`src/hdl/ipfd_pkg.sv`:
```
// Shared types and constants for the infrared pulse frame decoder.
package ipfd_pkg;

    localparam int DUR_W    = 16;
    localparam int CODE_W   = 20;
    localparam int CNT_W    = 5;
    localparam int TOL_W    = 7;
    localparam int CFG_IDX_W = 2;
    localparam int CFG_DATA_W = 20;

    localparam logic [CNT_W-1:0] MAX_BITS = CNT_W'(20);
    localparam logic [CNT_W-1:0] BITS_A   = CNT_W'(12);
    localparam logic [CNT_W-1:0] BITS_B   = CNT_W'(15);
    localparam logic [CNT_W-1:0] BITS_C   = CNT_W'(20);

    localparam logic [TOL_W-1:0] TOL_MAX       = TOL_W'(100);
    localparam logic [TOL_W-1:0] TOL_RESET     = TOL_W'(25);
    localparam logic [CNT_W-1:0] MATCH_BITS_RESET = CNT_W'(12);

    // Window scales: nominal lengths are 600 * k, so len*(100 -/+ t)/100 = 6*k*(100 -/+ t)
    localparam logic [DUR_W-1:0] SCALE_600  = DUR_W'(6);
    localparam logic [DUR_W-1:0] SCALE_1200 = DUR_W'(12);
    localparam logic [DUR_W-1:0] SCALE_2400 = DUR_W'(24);

    typedef enum logic [CFG_IDX_W-1:0] {
        CFG_TOLERANCE  = 2'd0,
        CFG_MATCH_CODE = 2'd1,
        CFG_MATCH_BITS = 2'd2
    } t_cfg_index;

    typedef enum logic [2:0] {
        PH_HDR_MARK,
        PH_HDR_SPACE,
        PH_BIT_MARK,
        PH_BIT_SPACE,
        PH_DONE_OK,
        PH_DONE_FAIL
    } t_phase;

    typedef struct packed {
        logic hdr_mark;   // within 2400 window
        logic short_len;  // within 600 window
        logic one_mark;   // within 1200 window
        logic long_len;   // at least the 600 lower bound
    } t_pulse_class;

endpackage

```
`src/hdl/ipfd_window.sv`:
```
// Duration classification against the tolerance windows.
module ipfd_window (
    input  logic [ipfd_pkg::TOL_W-1:0] i_tol,
    input  logic [ipfd_pkg::DUR_W-1:0] i_duration_us,
    output ipfd_pkg::t_pulse_class     o_cls
);
    import ipfd_pkg::*;

    logic [TOL_W-1:0] tol_c;
    logic [DUR_W-1:0] minus_f;
    logic [DUR_W-1:0] plus_f;
    logic [DUR_W-1:0] lo_600, hi_600, lo_1200, hi_1200, lo_2400, hi_2400;

    always_comb begin
        tol_c   = (i_tol > TOL_MAX) ? TOL_MAX : i_tol;
        minus_f = DUR_W'(TOL_MAX) - DUR_W'(tol_c);
        plus_f  = DUR_W'(TOL_MAX) + DUR_W'(tol_c);
        lo_600  = minus_f * SCALE_600;
        hi_600  = plus_f  * SCALE_600;
        lo_1200 = minus_f * SCALE_1200;
        hi_1200 = plus_f  * SCALE_1200;
        lo_2400 = minus_f * SCALE_2400;
        hi_2400 = plus_f  * SCALE_2400;

        o_cls.hdr_mark  = (i_duration_us >= lo_2400) && (i_duration_us <= hi_2400);
        o_cls.one_mark  = (i_duration_us >= lo_1200) && (i_duration_us <= hi_1200);
        o_cls.short_len = (i_duration_us >= lo_600)  && (i_duration_us <= hi_600);
        o_cls.long_len  = (i_duration_us >= lo_600);
    end

endmodule

```
`src/hdl/ipfd_frame.sv`:
```
// Frame state machine: phase, shifted code and bit count, plus the end-of-capture verdict.
module ipfd_frame (
    input  logic                        i_clk,
    input  logic                        i_rst_n,
    input  logic                        i_step,
    input  logic                        i_kind,
    input  logic                        i_level,
    input  ipfd_pkg::t_pulse_class      i_cls,
    input  logic [ipfd_pkg::CODE_W-1:0] i_match_code,
    input  logic [ipfd_pkg::CNT_W-1:0]  i_match_bits,
    output logic                        o_decoded,
    output logic [ipfd_pkg::CODE_W-1:0] o_code,
    output logic [ipfd_pkg::CNT_W-1:0]  o_bit_count,
    output logic                        o_is_match
);
    import ipfd_pkg::*;

    t_phase            r_phase, n_phase;
    logic [CODE_W-1:0] r_shift, n_shift;
    logic [CNT_W-1:0]  r_bits,  n_bits;
    logic [CNT_W-1:0]  bits_inc;
    logic              mark;
    logic              ok;

    assign mark     = i_level;
    assign bits_inc = r_bits + CNT_W'(1);

    always_ff @(posedge i_clk) begin
        if (!i_rst_n) begin
            r_phase <= PH_HDR_MARK;
            r_shift <= '0;
            r_bits  <= '0;
        end else if (i_step) begin
            r_phase <= n_phase;
            r_shift <= n_shift;
            r_bits  <= n_bits;
        end
    end

    // next state
    always_comb begin
        n_phase = r_phase;
        n_shift = r_shift;
        n_bits  = r_bits;
        if (i_kind) begin
            n_phase = PH_HDR_MARK;
            n_shift = '0;
            n_bits  = '0;
        end else begin
            unique case (r_phase)
                PH_HDR_MARK: begin
                    n_phase = (mark && i_cls.hdr_mark) ? PH_HDR_SPACE : PH_DONE_FAIL;
                end
                PH_HDR_SPACE: begin
                    if (!mark && i_cls.short_len) begin
                        n_phase = PH_BIT_MARK;
                        n_shift = '0;
                        n_bits  = '0;
                    end else begin
                        n_phase = PH_DONE_FAIL;
                    end
                end
                PH_BIT_MARK: begin
                    if (mark && (i_cls.one_mark || i_cls.short_len)) begin
                        // 1200 window wins where the two overlap
                        n_shift = {r_shift[CODE_W-2:0], i_cls.one_mark};
                        n_phase = PH_BIT_SPACE;
                    end else begin
                        n_phase = (r_bits == BITS_A || r_bits == BITS_B)
                                  ? PH_DONE_OK : PH_DONE_FAIL;
                    end
                end
                PH_BIT_SPACE: begin
                    if (!mark && i_cls.short_len) begin
                        n_bits  = bits_inc;
                        n_phase = (bits_inc >= MAX_BITS) ? PH_DONE_OK : PH_BIT_MARK;
                    end else if (!mark && i_cls.long_len) begin
                        n_bits  = bits_inc;
                        n_phase = (bits_inc == BITS_A || bits_inc == BITS_B ||
                                   bits_inc == BITS_C) ? PH_DONE_OK : PH_DONE_FAIL;
                    end else begin
                        n_phase = PH_DONE_FAIL;
                    end
                end
                default: begin
                    n_phase = r_phase;
                end
            endcase
        end
    end

    // verdict for an end-of-capture transaction
    always_comb begin
        unique case (r_phase)
            PH_DONE_OK:  ok = 1'b1;
            PH_BIT_MARK: ok = (r_bits == BITS_A) || (r_bits == BITS_B);
            default:     ok = 1'b0;
        endcase
        o_decoded   = ok;
        o_code      = ok ? r_shift : '0;
        o_bit_count = ok ? r_bits  : '0;
        o_is_match  = ok && (r_shift == i_match_code) && (r_bits == i_match_bits);
    end

endmodule

```
`src/hdl/ir_pulse_frame_decoder_top.sv`:
```
// Top level of the infrared pulse frame decoder: input and result registers, config.
// A pulse transaction is registered in the input register, then applied to the frame state;
// an end-of-capture result passes through the input register and then the result register.
// Throughput: one transaction per cycle, but an end-of-capture stalls while a result is held.
// Reset (synchronous, active low) clears the frame state and valid flags and restores
// tolerance 25, match code 0, match bits 12.
module ir_pulse_frame_decoder_top (
    input  logic                            i_clk,
    input  logic                            i_rst_n,
    input  logic                            i_in_valid,
    output logic                            o_in_stall,
    input  logic                            i_kind,
    input  logic                            i_level,
    input  logic [ipfd_pkg::DUR_W-1:0]      i_duration_us,
    output logic                            o_out_valid,
    input  logic                            i_out_stall,
    output logic                            o_decoded,
    output logic [ipfd_pkg::CODE_W-1:0]     o_code,
    output logic [ipfd_pkg::CNT_W-1:0]      o_bit_count,
    output logic                            o_is_match,
    input  logic                            i_cfg_we,
    input  logic [ipfd_pkg::CFG_IDX_W-1:0]  i_cfg_index,
    input  logic [ipfd_pkg::CFG_DATA_W-1:0] i_cfg_data
);
    import ipfd_pkg::*;

    logic [TOL_W-1:0]  r_tol;
    logic [CODE_W-1:0] r_match_code;
    logic [CNT_W-1:0]  r_match_bits;

    logic              r_in_valid;
    logic              r_kind;
    logic              r_level;
    logic [DUR_W-1:0]  r_dur;

    logic              r_out_valid;
    logic              r_decoded;
    logic [CODE_W-1:0] r_code;
    logic [CNT_W-1:0]  r_bit_count;
    logic              r_is_match;

    logic              advance;
    logic              in_accept;
    t_pulse_class      cls;
    logic              f_decoded;
    logic [CODE_W-1:0] f_code;
    logic [CNT_W-1:0]  f_bit_count;
    logic              f_is_match;

    // pulses never produce a result, so only end-of-capture waits on the output
    assign advance    = r_in_valid && (!r_kind || !r_out_valid || !i_out_stall);
    assign o_in_stall = r_in_valid && !advance;
    assign in_accept  = i_in_valid && !o_in_stall;

    always_ff @(posedge i_clk) begin
        if (!i_rst_n) begin
            r_tol        <= TOL_RESET;
            r_match_code <= '0;
            r_match_bits <= MATCH_BITS_RESET;
        end else if (i_cfg_we) begin
            unique case (i_cfg_index)
                CFG_TOLERANCE:  r_tol        <= i_cfg_data[TOL_W-1:0];
                CFG_MATCH_CODE: r_match_code <= i_cfg_data[CODE_W-1:0];
                CFG_MATCH_BITS: r_match_bits <= i_cfg_data[CNT_W-1:0];
                default: ;
            endcase
        end
    end

    always_ff @(posedge i_clk) begin
        if (!i_rst_n) begin
            r_in_valid <= 1'b0;
        end else begin
            r_in_valid <= in_accept || (r_in_valid && !advance);
        end
    end

    always_ff @(posedge i_clk) begin
        if (in_accept) begin
            r_kind  <= i_kind;
            r_level <= i_level;
            r_dur   <= i_duration_us;
        end
    end

    ipfd_window u_window (
        .i_tol         (r_tol),
        .i_duration_us (r_dur),
        .o_cls         (cls)
    );

    ipfd_frame u_frame (
        .i_clk        (i_clk),
        .i_rst_n      (i_rst_n),
        .i_step       (advance),
        .i_kind       (r_kind),
        .i_level      (r_level),
        .i_cls        (cls),
        .i_match_code (r_match_code),
        .i_match_bits (r_match_bits),
        .o_decoded    (f_decoded),
        .o_code       (f_code),
        .o_bit_count  (f_bit_count),
        .o_is_match   (f_is_match)
    );

    always_ff @(posedge i_clk) begin
        if (!i_rst_n) begin
            r_out_valid <= 1'b0;
        end else begin
            r_out_valid <= (advance && r_kind) || (r_out_valid && i_out_stall);
        end
    end

    always_ff @(posedge i_clk) begin
        if (advance && r_kind) begin
            r_decoded   <= f_decoded;
            r_code      <= f_code;
            r_bit_count <= f_bit_count;
            r_is_match  <= f_is_match;
        end
    end

    assign o_out_valid = r_out_valid;
    assign o_decoded   = r_decoded;
    assign o_code      = r_code;
    assign o_bit_count = r_bit_count;
    assign o_is_match  = r_is_match;

    // a held end-of-capture must not overwrite a result still waiting
    a_no_overwrite: assert property (@(posedge i_clk) disable iff (!i_rst_n)
        (r_in_valid && r_kind && r_out_valid && i_out_stall) |=> r_in_valid && r_kind)
        else $error("end-of-capture advanced over a stalled result");

    a_fail_zero: assert property (@(posedge i_clk) disable iff (!i_rst_n)
        (o_out_valid && !o_decoded) |-> (o_code == '0 && o_bit_count == '0 && !o_is_match))
        else $error("failed frame carries nonzero payload");

    a_ok_count: assert property (@(posedge i_clk) disable iff (!i_rst_n)
        (o_out_valid && o_decoded) |->
        (o_bit_count == BITS_A || o_bit_count == BITS_B || o_bit_count == BITS_C))
        else $error("decoded frame with illegal bit count");

    a_result_source: assert property (@(posedge i_clk) disable iff (!i_rst_n)
        $rose(o_out_valid) |-> $past(advance && r_kind))
        else $error("result without an end-of-capture transaction");

endmodule
```
`config.mk`:
```
export PLATFORM = sky130hd
export DESIGN_NAME = ir_pulse_frame_decoder_top
export DESIGN_NICKNAME = d
export VERILOG_FILES = /design/src/hdl/ipfd_pkg.sv /design/src/hdl/ipfd_window.sv /design/src/hdl/ipfd_frame.sv /design/src/hdl/ir_pulse_frame_decoder_top.sv
export SDC_FILE = /design/constraint.sdc
export NUM_CORES = 1
export LEC_CHECK = 0
export ABC_AREA = 1
export BUFFER_PORTS_ARGS = -buffer_cell sky130_fd_sc_hd__buf_2
export CAP_MARGIN = 20
export CORE_ASPECT_RATIO = 1.25
export CORE_MARGIN = 3
export CORE_UTILIZATION = 41
export DETAILED_ROUTE_END_ITERATION = 12
export PLACE_DENSITY = 0.59
export SYNTH_ARGS = -nofsm -noshare
export SYNTH_HDL_FRONTEND = slang
export SYNTH_SLANG_ARGS = --single-unit
export TNS_END_PERCENT = 10
```
`constraint.sdc`:
```
create_clock -name i_clk -period 14.4 [get_ports i_clk]
set_clock_uncertainty 0.15 [all_clocks]
set_input_delay 1.44 -clock i_clk [delete_from_list [all_inputs] [get_ports i_clk]]
set_output_delay 1.44 -clock i_clk [all_outputs]
set_load 0.01 [all_outputs]
```
# Word level (Yosys, flattened, before mapping)
# Index checks and enable logic that the tools add are counted.
[word_totals] register_bits=107 wordCells=108 inputBits=45
[classes] n_reduce_logical=39 order_cmp=8 eq_ne=16 add_sub_neg=3 n_mux=21 n_mul=6
[op_table] cell="two-way mux 20 bit" count=3
[op_table] cell="greater-or-equal comparator 16 bit" count=3
[op_table] cell="less-or-equal comparator 16 bit" count=3
[op_table] cell="one-hot mux 20 bit (2 select lines)" count=1
[op_table] cell="multiplier 16 x 2 -> 13 bit, second input constant" count=2
[op_table] cell="multiplier 16 x 2 -> 14 bit, second input constant" count=2
[op_table] cell="multiplier 16 x 2 -> 15 bit, second input constant" count=2
[op_table] cell="two-way mux 3 bit" count=7
[op_table] cell="equality test 20 bit" count=1
[op_table] cell="equality test 5 x 4 -> 1 bit, second input constant" count=4
[op_table] cell="two-way mux 5 bit" count=4
[op_table] cell="logical AND 1 bit" count=14
[op_table] cell="one-hot mux 3 bit (4 select lines)" count=1
[op_table] cell="one-hot mux 5 bit (2 select lines)" count=1
[op_table] cell="adder 7 x 7 -> 8 bit, first input constant" count=1
[op_table] cell="logical OR 1 bit" count=8
[op_table] cell="AND reduction 2 bit" count=4
[op_table] cell="AND reduction 4 bit" count=2
[op_table] cell="subtractor 7 x 7 -> 8 bit, first input constant" count=1
[op_table] cell="> comparator 7 bit, second input constant" count=1
[op_table] cell="two-way mux 7 bit" count=1
[op_table] cell="equality test 3 x 2 -> 1 bit, second input constant" count=2
[op_table] cell="logical NOT 1 bit" count=6
[op_table] cell="inequality test 3 x 2 -> 1 bit, second input constant" count=2
[op_table] cell="other kinds (15)" count=17

# Depth between registers and ports, before layout
[depth] word_depth=11 depth_mapped=38 mapped_depth_nobuf=37

# Modules after synthesis
# A second synthesis with hierarchy kept.
[unflattened] cells_unflattened=954 hier_area_um2=7189.4
[modules_own_cells] mod="ir_pulse_frame_decoder_top" area_each_um2=2785.2 n_inst=1 cells_each=263 seq_area_each_um2=2031.9
[modules_own_cells] mod="ipfd_window" area_each_um2=2504.9 n_inst=1 cells_each=387 seq_area_each_um2=0.0
[modules_own_cells] mod="ipfd_frame" area_each_um2=1899.3 n_inst=1 cells_each=304 seq_area_each_um2=560.5

# Worst setup path after synthesis
# OpenSTA, ideal clock, no wires.
[synth_timing] path_type="register to register" from="reg r_tol[3]" to="reg u_frame.r_shift[0]" required_ns=14.137 setup_ns=0.113 path_slack_ns=9.770 n_path_buf=1 path_stages_with_launch=38 synth_period_minus_slack_ns=4.630 arrival_ns=4.367 cell_sequence="dfxtp_1 nor2_1 nand2_1 nand2_2 inv_1 nor2_1 inv_1 ha_1 a21oi_1 inv_1 o21ai_0 xor2_1 inv_1 ha_1 nand2_1 inv_1 nand4_1 nand3_1 [... 2 more ...] a21oi_1 ha_1 nand2_1 inv_1 nand4_1 nor4_1 nand4_1 nand2_1 inv_1 nand2_1 nand2_1 nand2_1 nand2_1 nand2_4 nand3_4 buf_6 nor2_1 nor2_1"
[synth_via] elab_chain_cells=10 elab_cells_between_ends=23 classes_between="add/sub (2); mul (4); order compare (5); eq/ne (2); mux (4); reduce/logical (6)"
[synth_lines] item="from (decl)" line_no="ir_pulse_frame_decoder_top.sv:27" rtl="logic [TOL_W-1:0] r_tol;"
[synth_lines] item="from (signal assigned)" line_no="ir_pulse_frame_decoder_top.sv:62" rtl="CFG_TOLERANCE: r_tol <= i_cfg_data[TOL_W-1:0];"
[synth_lines] item="> comparator 7 bit" line_no="ipfd_window.sv:15" rtl="tol_c = (i_tol > TOL_MAX) ? TOL_MAX : i_tol;"
[synth_lines] item="two-way mux 7 bit (*)" line_no="ipfd_window.sv:15"
[synth_lines] item="subtractor 7 x 7 -> 8 bit / adder 7 x 7 -> 8 bit (equally long branches)" line_no="ipfd_window.sv:16, ipfd_window.sv:17"
[synth_lines] item="multiplier 16 x 2 -> 14 bit (tied with other cells)" line_no="ipfd_window.sv:20" rtl="lo_1200 = minus_f * SCALE_1200;"
[synth_lines] item="greater-or-equal comparator 16 bit (tied with other cells)" line_no="ipfd_window.sv:26" rtl="o_cls.one_mark = (i_duration_us >= lo_1200) && (i_duration_us <= hi_1200);"
[synth_lines] item="logical AND 1 bit (on tied branches)" line_no="ipfd_window.sv:26, ipfd_window.sv:27"
[synth_lines] item="logical OR 1 bit" line_no="ipfd_frame.sv:64" rtl="if (mark && (i_cls.one_mark || i_cls.short_len)) begin"
[synth_lines] item="logical AND 1 bit" line_no="ipfd_frame.sv:64"
[synth_lines] item="inequality test 3 x 2 -> 1 bit (no source line)"
[synth_lines] item="AND reduction 4 bit (no source line)"
[synth_lines] item="to (signal assigned)" line_no="ipfd_frame.sv:35" rtl="r_shift <= n_shift;"
[synth_lines] item="to (decl)" line_no="ipfd_frame.sv:19" rtl="logic [CODE_W-1:0] r_shift, n_shift;"
# Mark *: on every way between the ends. The rest lies on a longest branch, timed or not. The select of a mux whose other input is x is not followed.
# A chain may end at the register's enable or synchronous reset.

# Worst setup path after layout
[layout_timing] from="reg r_tol[0]" to="reg u_frame.r_shift[0]"
# Same word-level chain as after synthesis.

==> out/qor.csv <==
stage,metric,value,unit
clock_network,postCtsHoldBufs,0,
die,die_w,124,um
setup_path,r2r_start,r_tol[0],
clock_network,cts_buffers,9,
sta,post-route-worst-setup-slack,8740,ps
pwr,pwr_density_cell,107,mW/mm2
finish,area_growth,12.5,%
clock_network,worstSkewPairLatency,370,ps
sta,rsz0062_at_grt,false,
synth,synth-main-ff-cell,dfxtp_1,
finish,drive_above_1_share,0.112,
min_path,hold_class,reg -> reg,
setup_path,max_stage_delay,500,ps
setup_path,cp.required,14560,ps
run_status,status,completed,
die,initial_utilization,0.421,
grt,grt_pass1_vias,6150,
clock_network,cts_resized,0,
clock_network,cts_setup_buffers,0,
sta,fin_crit,5660,ps
setup_path,crit_path_top_delay_cell,nor2_1,
grt,grt_max_degree,60,
synth,syn_avg_cell_area,7.52,um2
clock_network,cts-root-buf,clkbuf_16,
die,rows,53,
pwr,p_leak,3.84,nW
grt,grt.total_usage,0.203,
route,first_pass_iters,5,
finish,finalNetCount,1138,
route,drtIter0Drc,308,
setup_path,cp_max_fo,25,
pwr,ir_worst_vdd,60.5,uV
setup_path,crit_arrival,5810,ps
finish,layout_common_cells,"191 x nand2_1, 148 x nor2_1, 135 x inv_1",
synth,synth_edf_count,45,
finish,final.fill_count,1739,
grt,antenna_found_initial,0,
run,maxCapViolCount,0,
sta,max_freq,0.177,GHz
synth,yosysSeqAreaShare,0.364,
synth,async_flop_share,0,
finish,diodes,0,
sta,relSlewSlack,0.309,
die,core,0.0169,mm2
route,drtAntennaViolNets,0,
route,drcViolationCount,0,
clock_network,clkTransAtPathRegs,80,ps
route,vias,6189,
synth,ys_ff_latch,107,
sta,tns,0,ps
die,io_pins,74,
synth,synthesis.nets,1069,
clock_network,cts_tree,yes,
grt,grt_pass1_wl,30200,um
sta,hold_violations,0,
setup_path,path_buf_inv,4,
synth,synth_cells,946,
setup_path,cp_top_family,simple AND/OR/NAND/NOR gates,
synth,synth_top_area_share,0.190,
sta,drv_slew,0,
sta,setup_viol,0,
place,gp_congestion,0.879,
setup_path,critPathCaptureType,register,
place,hpwl,14100,um
place,io_buffers,73,
min_path,hold_start,r_match_bits[0],
synth,syn_area,0.00712,mm2
synth,synthTopCellsByArea,"edfxtp_1 19%, dfxtp_1 17%, ha_1 13%, nand2_1 10%, nor2_1 7.8%",
setup_path,path_class,reg -> reg,
die,die_y,153,um
finish,layout_commonest_cell,nand2_1,
sta,worst_pin_slew,1040,ps
route,wl,18100,um
synth,yosysWarnings,0,
route,detail_route.wl_per_cell,14.6,um
synth,synthDistinctLibCells,44,
place,dpl_worst_slack,8730,ps
clock_network,clock_sinks,107,
clock_network,h-tree-depth,3,
setup_path,crit_path_start_kind,register,
synth,synth_top_area_cell,edfxtp_1,
setup_path,cp_common_cell,nand2_1,
sta,min_period_over_period,0.393,
clock_network,clock_path_buffers,2,
setup_path,cp-startpoint,r_tol[0],
grt,grt_overflow_total,0,
route,vias_per_cell,4.99,
die,die_area,0.0190,mm2
[cell families after synthesis]
group / synth area share
AOI/OAI and AO/OA: 0.0953
xor gates and xnor gates: 0.0357
adders and majority gates: 0.139
buffers and inverters: 0.0853
DFF: 0.364
and+or+nand+nor: 0.280
[report_power, final]
group | internal [mW] | total [mW] | switching (mW)
clock | 0.125 | 0.256 | 0.131
sequential | 0.330 | 0.345 | 0.0145
combinational | 0.0968 | 0.255 | 0.158
total | 0.552 | 0.855 | 0.304
[sequential cells by signal, indices dropped and copies added (netlist names)]
| signal | flops |
|---|---|
| o_bit_count | 5 |
| o_code | 20 |
| o_decoded | 1 |
| o_is_match | 1 |
| o_out_valid | 1 |
| r_dur | 16 |
| r_in_valid | 1 |
| r_kind | 1 |
| r_level | 1 |
| r_match_bits | 5 |
| r_match_code | 20 |
| r_tol | 7 |
| u_frame.r_bits | 5 |
| u_frame.r_phase | 3 |
| u_frame.r_shift | 20 |
[routing by layer]
layer  GRT usage  vias up  share of wire
met1       0.228     2811           0.41
met2       0.371       97           0.53
li1            -     3248              -
met5           0        -              0
met4      0.0865        0          0.035
met3      0.0307       33          0.025
[worst paths after layout]
| kind | endpoint | slack (ps) | cells after the start |
|---|---|---|---|
| worst max register to register | u_frame.r_shift[0] | 8740 | 31 |
| worst max-delay path | u_frame.r_shift[0] | 8740 | 31 |
| worst min register to register | r_match_bits[0] | 320 | 2 |
| worst min-delay path | r_match_bits[0] | 320 | 2 |
[final cells by class]
type,count,area [um2],area share
Multi-Input combinational cell,682,3920,0.490
Clock inverter,7,73.8,0.00922
Timing Repair Buffer,77,399,0.0499
Tap cell,220,275,0.0344
Inverter,138,518,0.0647
Clock buffer,9,225,0.0281
Sequential cell,107,2590,0.324
[synth_stat cells, types with 2 or more instances]
library cell / instances
clkinv_1: 3
nand2_1: 191
buf_6: 2
xnor2_1: 9
edfxtp_1: 45
nor3_1: 12
xor2_1: 20
clkbuf_1: 14
nor2_1: 148
o21ai_0: 50
o2111ai_1: 2
nand3_1: 43
or2_2: 7
nor4_1: 8
inv_1: 135
a31oi_1: 4
nand2_4: 2
a221oi_1: 3
nand4_1: 33
ha_1: 76
dfxtp_1: 62
buf_2: 2
nor3b_1: 2
o21bai_1: 5
fa_1: 2
a211oi_1: 2
nand2_2: 4
a21oi_1: 42
o22ai_1: 3
[tightest hold or removal path, delay by kind of cell, from the launching register on]
kind,cells,cell delay (ps)
buf+inv,1,60
flops,1,310
compound gates,1,50
[through the flow]
step	power, mW	utilization	std cells	cell area [um2]	hold WS (ps)
6_report	0.855	0.473	1240	8010	319
5_1_grt	0.918	0.473	1240	8010	345
4_1_cts	0.865	0.473	1239	8000	325
3_5_place_dp	0.607	0.455	1223	7700	313
3_3_place_gp	0.604	0.455	1223	7700	307
2_1_floorplan	0.538	-	946	7120	289
Power figures use the tool's default switching activity.
